[src/hdl/lsp_pkg.sv]
// ----------------------------------------------------------------------------
// lsp_pkg
// Shared widths, operation and status codes and a control struct for the
// stack with peek.
// ----------------------------------------------------------------------------
package lsp_pkg;

    localparam int DATA_W    = 32;
    localparam int FUNC_W    = 2;
    localparam int DIST_W    = 7;
    localparam int STATUS_W  = 2;
    localparam int FILL_W    = 8;
    localparam int DEPTH_DEF = 128;

    typedef enum logic [FUNC_W-1:0] {
        FUNC_PUSH   = 2'd0,
        FUNC_POP    = 2'd1,
        FUNC_PEEK   = 2'd2,
        FUNC_STATUS = 2'd3
    } t_func;

    typedef enum logic [STATUS_W-1:0] {
        STS_OK    = 2'd0,
        STS_FULL  = 2'd1,
        STS_EMPTY = 2'd2,
        STS_RANGE = 2'd3
    } t_status;

    // controller to datapath
    typedef struct packed {
        logic accept;
        logic load_out;
    } t_ctl_cmd;

endpackage

[src/hdl/lsp_ifs.sv]
// ----------------------------------------------------------------------------
// lsp_ifs
// Valid/ready channels for operation words and result words.
// ----------------------------------------------------------------------------
interface lsp_in_if import lsp_pkg::*; ();
    logic                     valid;
    logic                     ready;
    logic [FUNC_W-1:0]        func;
    logic signed [DATA_W-1:0] push_value;
    logic [DIST_W-1:0]        peek_distance;

    modport source (output valid, func, push_value, peek_distance, input ready);
    modport sink   (input valid, func, push_value, peek_distance, output ready);
endinterface

interface lsp_out_if import lsp_pkg::*; ();
    logic                     valid;
    logic                     ready;
    logic signed [DATA_W-1:0] read_value;
    logic [STATUS_W-1:0]      status;
    logic                     is_empty;
    logic                     is_full;
    logic [FILL_W-1:0]        fill_count;

    modport source (output valid, read_value, status, is_empty, is_full, fill_count,
                    input ready);
    modport sink   (input valid, read_value, status, is_empty, is_full, fill_count,
                    output ready);
endinterface

[src/hdl/lsp_ctrl.sv]
// ----------------------------------------------------------------------------
// lsp_ctrl
// Handshake controller: takes one operation word, waits for the stack read,
// then loads the result register once it is free.
// ----------------------------------------------------------------------------
module lsp_ctrl import lsp_pkg::*; (
    input  logic     i_clk,
    input  logic     i_rst_n,
    input  logic     i_in_valid,
    output logic     o_in_ready,
    output logic     o_out_valid,
    input  logic     i_out_ready,
    output t_ctl_cmd o_cmd
);

    typedef enum logic [1:0] {
        ST_IDLE = 2'b01,
        ST_EXEC = 2'b10
    } t_state;

    t_state r_state, n_state;
    logic   r_out_valid, n_out_valid;
    logic   out_free;

    assign out_free       = !r_out_valid || i_out_ready;
    assign o_in_ready     = (r_state == ST_IDLE);
    assign o_out_valid    = r_out_valid;
    assign o_cmd.accept   = i_in_valid && o_in_ready;
    assign o_cmd.load_out = (r_state == ST_EXEC) && out_free;

    always_comb begin
        n_state = r_state;
        case (r_state)
            ST_IDLE: begin
                if (o_cmd.accept) n_state = ST_EXEC;
            end
            ST_EXEC: begin
                if (out_free) n_state = ST_IDLE;
            end
            default: n_state = ST_IDLE;
        endcase
    end

    always_comb begin
        n_out_valid = r_out_valid;
        if (o_cmd.load_out)   n_out_valid = 1'b1;
        else if (i_out_ready) n_out_valid = 1'b0;
    end

    always_ff @(posedge i_clk) begin
        if (!i_rst_n) begin
            r_state     <= ST_IDLE;
            r_out_valid <= 1'b0;
        end else begin
            r_state     <= n_state;
            r_out_valid <= n_out_valid;
        end
    end

endmodule

[src/hdl/lsp_dp.sv]
// ----------------------------------------------------------------------------
// lsp_dp
// Stack datapath: entry memory, fill counter, status decode and the
// result register.
// ----------------------------------------------------------------------------
module lsp_dp import lsp_pkg::*; #(
    parameter int DEPTH = DEPTH_DEF
) (
    input  logic                     i_clk,
    input  logic                     i_rst_n,
    input  t_ctl_cmd                 i_cmd,
    input  logic [FUNC_W-1:0]        i_func,
    input  logic signed [DATA_W-1:0] i_push_value,
    input  logic [DIST_W-1:0]        i_peek_distance,
    output logic signed [DATA_W-1:0] o_read_value,
    output logic [STATUS_W-1:0]      o_status,
    output logic                     o_is_empty,
    output logic                     o_is_full,
    output logic [FILL_W-1:0]        o_fill_count
);

    localparam int AW = (DEPTH > 1) ? $clog2(DEPTH) : 1;
    localparam int CW = $clog2(DEPTH + 1);
    localparam int WW = (CW > DIST_W) ? CW : DIST_W;
    localparam int FW = (CW > FILL_W) ? CW : FILL_W;

    logic [DATA_W-1:0] r_mem [DEPTH];
    logic [DATA_W-1:0] r_rd_data;

    logic [CW-1:0]       r_count, n_count;
    logic [STATUS_W-1:0] r_op_status, n_op_status;
    logic                r_use_rd, n_use_rd;

    logic          wr_en, rd_en;
    logic [AW-1:0] rd_addr;
    logic [WW-1:0] cnt_ext, dist_ext, top_idx, peek_idx;
    logic [FW-1:0] cnt_wide;
    logic          is_full_now;

    assign cnt_ext     = WW'(r_count);
    assign dist_ext    = WW'(i_peek_distance);
    assign top_idx     = cnt_ext - WW'(1);
    assign peek_idx    = top_idx - dist_ext;
    assign is_full_now = (r_count == CW'(DEPTH));

    always_comb begin
        n_count     = r_count;
        n_op_status = STS_OK;
        n_use_rd    = 1'b0;
        wr_en       = 1'b0;
        rd_en       = 1'b0;
        rd_addr     = top_idx[AW-1:0];
        case (t_func'(i_func))
            FUNC_PUSH: begin
                if (is_full_now) begin
                    n_op_status = STS_FULL;
                end else begin
                    wr_en   = i_cmd.accept;
                    n_count = r_count + CW'(1);
                end
            end
            FUNC_POP: begin
                if (r_count == '0) begin
                    n_op_status = STS_EMPTY;
                end else begin
                    rd_en    = i_cmd.accept;
                    n_use_rd = 1'b1;
                    n_count  = r_count - CW'(1);
                end
            end
            FUNC_PEEK: begin
                if (dist_ext >= cnt_ext) begin
                    n_op_status = STS_RANGE;
                end else begin
                    rd_en    = i_cmd.accept;
                    n_use_rd = 1'b1;
                    rd_addr  = peek_idx[AW-1:0];
                end
            end
            default: ;
        endcase
    end

    // push writes at the old fill count
    always_ff @(posedge i_clk) begin
        if (wr_en) r_mem[r_count[AW-1:0]] <= i_push_value;
        if (rd_en) r_rd_data <= r_mem[rd_addr];
    end

    always_ff @(posedge i_clk) begin
        if (!i_rst_n) begin
            r_count <= '0;
        end else if (i_cmd.accept) begin
            r_count <= n_count;
        end
    end

    always_ff @(posedge i_clk) begin
        if (i_cmd.accept) begin
            r_op_status <= n_op_status;
            r_use_rd    <= n_use_rd;
        end
    end

    assign cnt_wide = FW'(r_count);

    always_ff @(posedge i_clk) begin
        if (i_cmd.load_out) begin
            o_read_value <= r_use_rd ? r_rd_data : '0;
            o_status     <= r_op_status;
            o_is_empty   <= (r_count == '0);
            o_is_full    <= is_full_now;
            o_fill_count <= cnt_wide[FILL_W-1:0];
        end
    end

endmodule

[src/hdl/lifo_stack_with_peek.sv]
// A result word is read into the read stage registers, then loaded into the result
// register; no new operation is taken until that load, as the controller keeps one
// operation in flight; a stalled result holds the next operation in the read stage.
// Reset (synchronous, active low) empties the stack and drops any pending
// result; the entry memory itself is not cleared.
// ----------------------------------------------------------------------------
// lifo_stack_with_peek
// Fixed-depth stack of signed words with push, pop, peek and status access.
// ----------------------------------------------------------------------------
module lifo_stack_with_peek import lsp_pkg::*; #(
    parameter int DEPTH = DEPTH_DEF
) (
    input  logic      i_clk,
    input  logic      i_rst_n,
    lsp_in_if.sink    i_in,
    lsp_out_if.source o_out
);

    t_ctl_cmd cmd;

    lsp_ctrl u_ctrl (
        .i_clk       (i_clk),
        .i_rst_n     (i_rst_n),
        .i_in_valid  (i_in.valid),
        .o_in_ready  (i_in.ready),
        .o_out_valid (o_out.valid),
        .i_out_ready (o_out.ready),
        .o_cmd       (cmd)
    );

    lsp_dp #(
        .DEPTH (DEPTH)
    ) u_dp (
        .i_clk           (i_clk),
        .i_rst_n         (i_rst_n),
        .i_cmd           (cmd),
        .i_func          (i_in.func),
        .i_push_value    (i_in.push_value),
        .i_peek_distance (i_in.peek_distance),
        .o_read_value    (o_out.read_value),
        .o_status        (o_out.status),
        .o_is_empty      (o_out.is_empty),
        .o_is_full       (o_out.is_full),
        .o_fill_count    (o_out.fill_count)
    );

    // one word in flight at a time
    a_one_in_flight: assert property (@(posedge i_clk) disable iff (!i_rst_n)
        i_in.valid && i_in.ready |=> !i_in.ready)
        else $error("operation taken while another is in flight");

    a_flags_exclusive: assert property (@(posedge i_clk) disable iff (!i_rst_n)
        o_out.valid |-> !(o_out.is_empty && o_out.is_full))
        else $error("empty and full flags both set");

    a_full_reject: assert property (@(posedge i_clk) disable iff (!i_rst_n)
        o_out.valid && (o_out.status == STS_FULL) |-> o_out.is_full)
        else $error("push rejected while not full");

    a_empty_reject: assert property (@(posedge i_clk) disable iff (!i_rst_n)
        o_out.valid && (o_out.status == STS_EMPTY) |->
            o_out.is_empty && (o_out.read_value == '0))
        else $error("pop rejected while not empty");

endmodule
[src/flat_wrapper.sv]
// flat-port wrapper written by rule: the top's interface ports become plain ports
module lifo_stack_with_peek_flat import lsp_pkg::*;
#(
    parameter int DEPTH = DEPTH_DEF
)
  (i_clk, i_rst_n, i_in_valid, i_in_func, i_in_push_value, i_in_peek_distance, i_in_ready, o_out_valid, o_out_read_value, o_out_status, o_out_is_empty, o_out_is_full, o_out_fill_count, o_out_ready);
  lsp_in_if i_in_i ();
  lsp_out_if o_out_i ();
  input  logic i_clk;
  input  logic i_rst_n;
  input wire logic [$bits(i_in_i.valid)-1:0] i_in_valid;
  input wire logic [$bits(i_in_i.func)-1:0] i_in_func;
  input wire logic [$bits(i_in_i.push_value)-1:0] i_in_push_value;
  input wire logic [$bits(i_in_i.peek_distance)-1:0] i_in_peek_distance;
  output wire logic [$bits(i_in_i.ready)-1:0] i_in_ready;
  output wire logic [$bits(o_out_i.valid)-1:0] o_out_valid;
  output wire logic [$bits(o_out_i.read_value)-1:0] o_out_read_value;
  output wire logic [$bits(o_out_i.status)-1:0] o_out_status;
  output wire logic [$bits(o_out_i.is_empty)-1:0] o_out_is_empty;
  output wire logic [$bits(o_out_i.is_full)-1:0] o_out_is_full;
  output wire logic [$bits(o_out_i.fill_count)-1:0] o_out_fill_count;
  input wire logic [$bits(o_out_i.ready)-1:0] o_out_ready;
  assign i_in_i.valid = i_in_valid;
  assign i_in_i.func = i_in_func;
  assign i_in_i.push_value = i_in_push_value;
  assign i_in_i.peek_distance = i_in_peek_distance;
  assign i_in_ready = i_in_i.ready;
  assign o_out_valid = o_out_i.valid;
  assign o_out_read_value = o_out_i.read_value;
  assign o_out_status = o_out_i.status;
  assign o_out_is_empty = o_out_i.is_empty;
  assign o_out_is_full = o_out_i.is_full;
  assign o_out_fill_count = o_out_i.fill_count;
  assign o_out_i.ready = o_out_ready;
  lifo_stack_with_peek #(.DEPTH(DEPTH)) u_core (.i_clk(i_clk), .i_rst_n(i_rst_n), .i_in(i_in_i), .o_out(o_out_i));
endmodule
[config.mk]
export PLATFORM = sky130hd
export DESIGN_NAME = lifo_stack_with_peek_flat
export DESIGN_NICKNAME = d
export VERILOG_FILES = /design/src/hdl/lsp_pkg.sv /design/src/hdl/lsp_ifs.sv /design/src/hdl/lsp_ctrl.sv /design/src/hdl/lsp_dp.sv /design/src/hdl/lifo_stack_with_peek.sv /design/src/flat_wrapper.sv
export SDC_FILE = /design/constraint.sdc
export NUM_CORES = 2
export LEC_CHECK = 0
export ABC_AREA = 1
export BUFFER_PORTS_ARGS = -buffer_cell sky130_fd_sc_hd__buf_2
export CAP_MARGIN = 20
export CORE_UTILIZATION = 40
export CTS_CLUSTER_SIZE = 25
export DETAILED_ROUTE_END_ITERATION = 12
export PLACE_DENSITY = 0.59
export SETUP_SLACK_MARGIN = 0.05
export SYNTH_ARGS = -nofsm -noshare
export SYNTH_HDL_FRONTEND = slang
export SYNTH_SLANG_ARGS = --single-unit
[constraint.sdc]
create_clock -name i_clk -period 5.95 [get_ports i_clk]
set_input_delay 1.19 -clock i_clk [delete_from_list [all_inputs] [get_ports i_clk]]
set_output_delay 1.19 -clock i_clk [all_outputs]
set_load 0.005 [all_outputs]
==> out/results.tsv <==
stage	metric	value	unit
synthesis	synthDistinctLibCells	36	
sta	fmax	0.1684	GHz
critical_path	start_kind	register	
sta	finalClockSkew	0.1145	ns
pwr	irDropWorstVdd	0.2894	mV
routing	met2_length	250.5	mm
die	coreArea	417500	µm²
status	status	finished clean	
routing	dr_wl_met3	52.00	mm
sta	finalSetupViolations	0	
sta	hold_viol_final	0	
sta	hold_slack	0.4672	ns
clocking	clkTransAtPathRegs	0.06	ns
place	pre_cts_ws	0.1012	ns
final_layout	layout-drive-gt1-share	10.31	%
place	placed_area	179600	µm²
synthesis	synth_nets	13786	
synthesis	synth.yosys.warnings	0	
die	row_count	237	
sta	timing.final.ws_setup	0.01051	ns
critical_path	crit_type	register to register	
grt	grt_antenna_before_repair	48	
grt	grt_max_degree	129	
final_layout	instances_no_fill	19837	
synthesis	synthDominantCellAreaShare	74.60	%
routing	dr.pass1.iters	8	
sta	finalSetupTns	0	ns
clocking	post_cts_resized	0	
synthesis	yosysTopAreaCell	edfxtp_1	
final_layout	nNetsFinal	14037	
sta	min_period_over_period	99.82	%
grt	gr-total-overflow	0	
synthesis	synth_most_common_cell	nand3_1	
clocking	cts_setup_buffers	0	
synthesis	yosys_most_used_dff	edfxtp_1	
pwr	pwr_density_cell	371.7	nW/µm²
sta	slew_viol_final	0	
sta	worst_pin_slew	1.325	ns
clocking	htreeDepth	5	
final_layout	area_growth	14.92	%
die	start_util	40.25	%
sta	rsz0062_at_grt	false	
pwr	p_leak	66.51	nW
sta	slew_headroom	11.69	%
final_layout	fin_util	46.26	%
synthesis	yosysSeqAreaShare	74.73	%
critical_path	path_max_fanout	74	
routing	drt.antenna.violating_nets	0	
clocking	clk_latency	1.06	ns
place	gp_congestion	0.9132	
place	dp.cells	19042	
clocking	clockBufferDepth	4	
die	io_pins	91	
critical_path	cp-startpoint	u_core.u_dp.cnt_ext[2]	
routing	routed_wl	545.6	mm
routing	via_count	113412	
critical_path	crit_required	6.83	ns
routing	via_per_inst	5.717	
clocking	cts_buffers	423	
die	fp.dieArea	422700	µm²
place	post-dp-hpwl	324.5	mm
synthesis	syn_area_per_cell	12.25	µm²
synthesis	synth_cells	13720	
routing	topRoutingLayerUsed	met5	
synthesis	ys_ff_latch	4186	
place	portBuffers	90	
synthesis	ys_async_sr_fraction	0	%
synthesis	synth_area_leaders	edfxtp_1 (75%), nand3_1 (13%), nand2_1 (8.8%), buf_2 (2.1%), clkbuf_1 (0.40%)	
run	cap_violations	0	
routing	drt-wirelength-per-cell	27.51	µm
pwr	p_total	71.79	mW
clocking	cts_num_sinks	4186	
routing	remaining_drc_errors	0	
clocking	cts_tree	yes	
grt	grt_pass1_vias	107375	
critical_path	cp-end-kind	register	
clocking	hold_buffers	0	
final_layout	fill_cells	36861	
grt	track_usage	25.07	%
critical_path	cp_data_arrival_time	6.82	ns
clocking	clock-root-buffer	clkbuf_16	
synthesis	yosys-top-cells-count	nand3_1 (4,307), edfxtp_1 (4,175), nand2_1 (3,958), buf_2 (697), clkbuf_1 (181)	
min_path	hold_path.startpoint	i_in_push_value[8]	
final_layout	finalInstanceArea	193100	µm²
routing	first_iter_violations	16237	
grt	grt_first_pass_wirelength	776.9	mm
critical_path	r2r_start	u_core.u_dp.cnt_ext[2]	
synthesis	synth-edff-count	4175	
synthesis	syn-cell-area	168100	µm²
routing	wl_met1	213.6	mm
min_path	hold_class	input pin to register	
die	die_h	650.2	µm
die	die_x	650.2	µm
sta	fin_crit	5.939	ns
[logic make-up (layout without fill, tap and decap cells)]
logic type	Yosys count	count (layout)	share of synthesized area, %
fa+ha+maj	21	21	0.1608
simple gates	8437	8437	22.08
compound gates	38	38	0.1355
buf+inv	1028	1634	2.840
other cells	0	14	0
flops	4186	4186	74.73
xor+xnor	10	10	0.05212
[final cells by class]
type                            instances  area (µm²)  share of cell area (%)
Antenna cell                           14       35.03                 0.01814
Clock buffer                          525       10970                   5.679
Clock inverter                        255        2544                   1.317
Inverter                               91       361.6                  0.1872
Multi-Input combinational cell       8506       38850                   20.11
Sequential cell                      4186      125600                   65.03
Tap cell                             5497        6878                   3.561
Timing Repair Buffer                  763        7904                   4.093
[per-layer routing]
metal | GRT usage (%) | vias up
met1 | 34.19 | 56438
li1 | - | 49843
met3 | 3.813 | 1041
met2 | 39.44 | 6080
met5 | 0 | -
met4 | 12.07 | 10
[cells in the final DEF (no fill, tap or decap), types with 6 or more instances in the layout]
cell,instances
nand3_1,4302
edfxtp_1,4175
nand2_1,3954
buf_4,514
clkbuf_16,423
buf_12,181
nor2_4,126
clkinv_1,124
clkbuf_1,102
inv_1,82
clkinv_2,61
buf_2,58
bufinv_16,33
nor2_1,29
ha_1,20
clkinv_16,19
a21oi_1,15
diode_2,14
dfxtp_1,11
clkinvlp_4,9
buf_6,8
xor2_1,6
nand3_4,6
o21ai_0,6
[path summary, 6_finish.rpt]
| path | endpoint | slack [ns] | depth (start not counted) |
|---|---|---|---|
| worst max-delay path | u_core.u_dp.r_rd_data[11] | 0.01 | 21 |
| worst min-delay path | u_core.u_dp.r_mem[84][8] | 0.47 | 1 |
| worst max register to register | u_core.u_dp.r_rd_data[11] | 0.01 | 21 |
| worst min register to register | u_core.u_dp.o_fill_count[4] | 0.61 | 0 |
[flip-flops by register name (all words and copies together), names as in the netlist]
| register | count |
|---|---|
| u_core.u_dp.o_fill_count | 8 |
| u_core.u_ctrl.o_out_valid | 1 |
| u_core.u_dp.o_read_value | 32 |
| u_core.u_dp.r_rd_data | 32 |
| u_core.u_dp.r_mem | 4096 |
| u_core.u_ctrl.r_state | 2 |
| u_core.u_dp.r_op_status | 2 |
| u_core.u_dp.r_use_rd | 1 |
| u_core.u_dp.o_is_full | 1 |
| u_core.u_dp.cnt_ext | 8 |
| u_core.u_dp.o_status | 2 |
| u_core.u_dp.o_is_empty | 1 |
[report_power, final]
part | leakage [nW] | internal, mW | switching [mW]
Clock | 6.52 | 14.6 | 11.6
Combinational | 22.4 | 3.65 | 9.45
Sequential | 37.6 | 32.5 | 0.0419
Total | 66.5 | 50.7 | 21.0
[critical path, stage by stage (launching register included)]
cell,delay [ns]
dfxtp_1,0.34
clkinv_1,0.56
ha_1,0.56
nand2_1,0.07
nor2_1,0.10
nor2_1,0.04
nand2_1,0.37
nand2_1,0.24
nand3_4,0.24
nand2_8,0.21
nand2_4,0.20
buf_12,0.25
buf_12,0.33
buf_4,0.31
nand2_1,0.08
nand3_1,0.09
nand3_1,0.08
nand3_1,0.12
nand3_1,0.35
nand3_1,0.47
nand3_1,0.45
nand2_1,0.19
No activity file was read; power rests on OpenSTA's default activity.
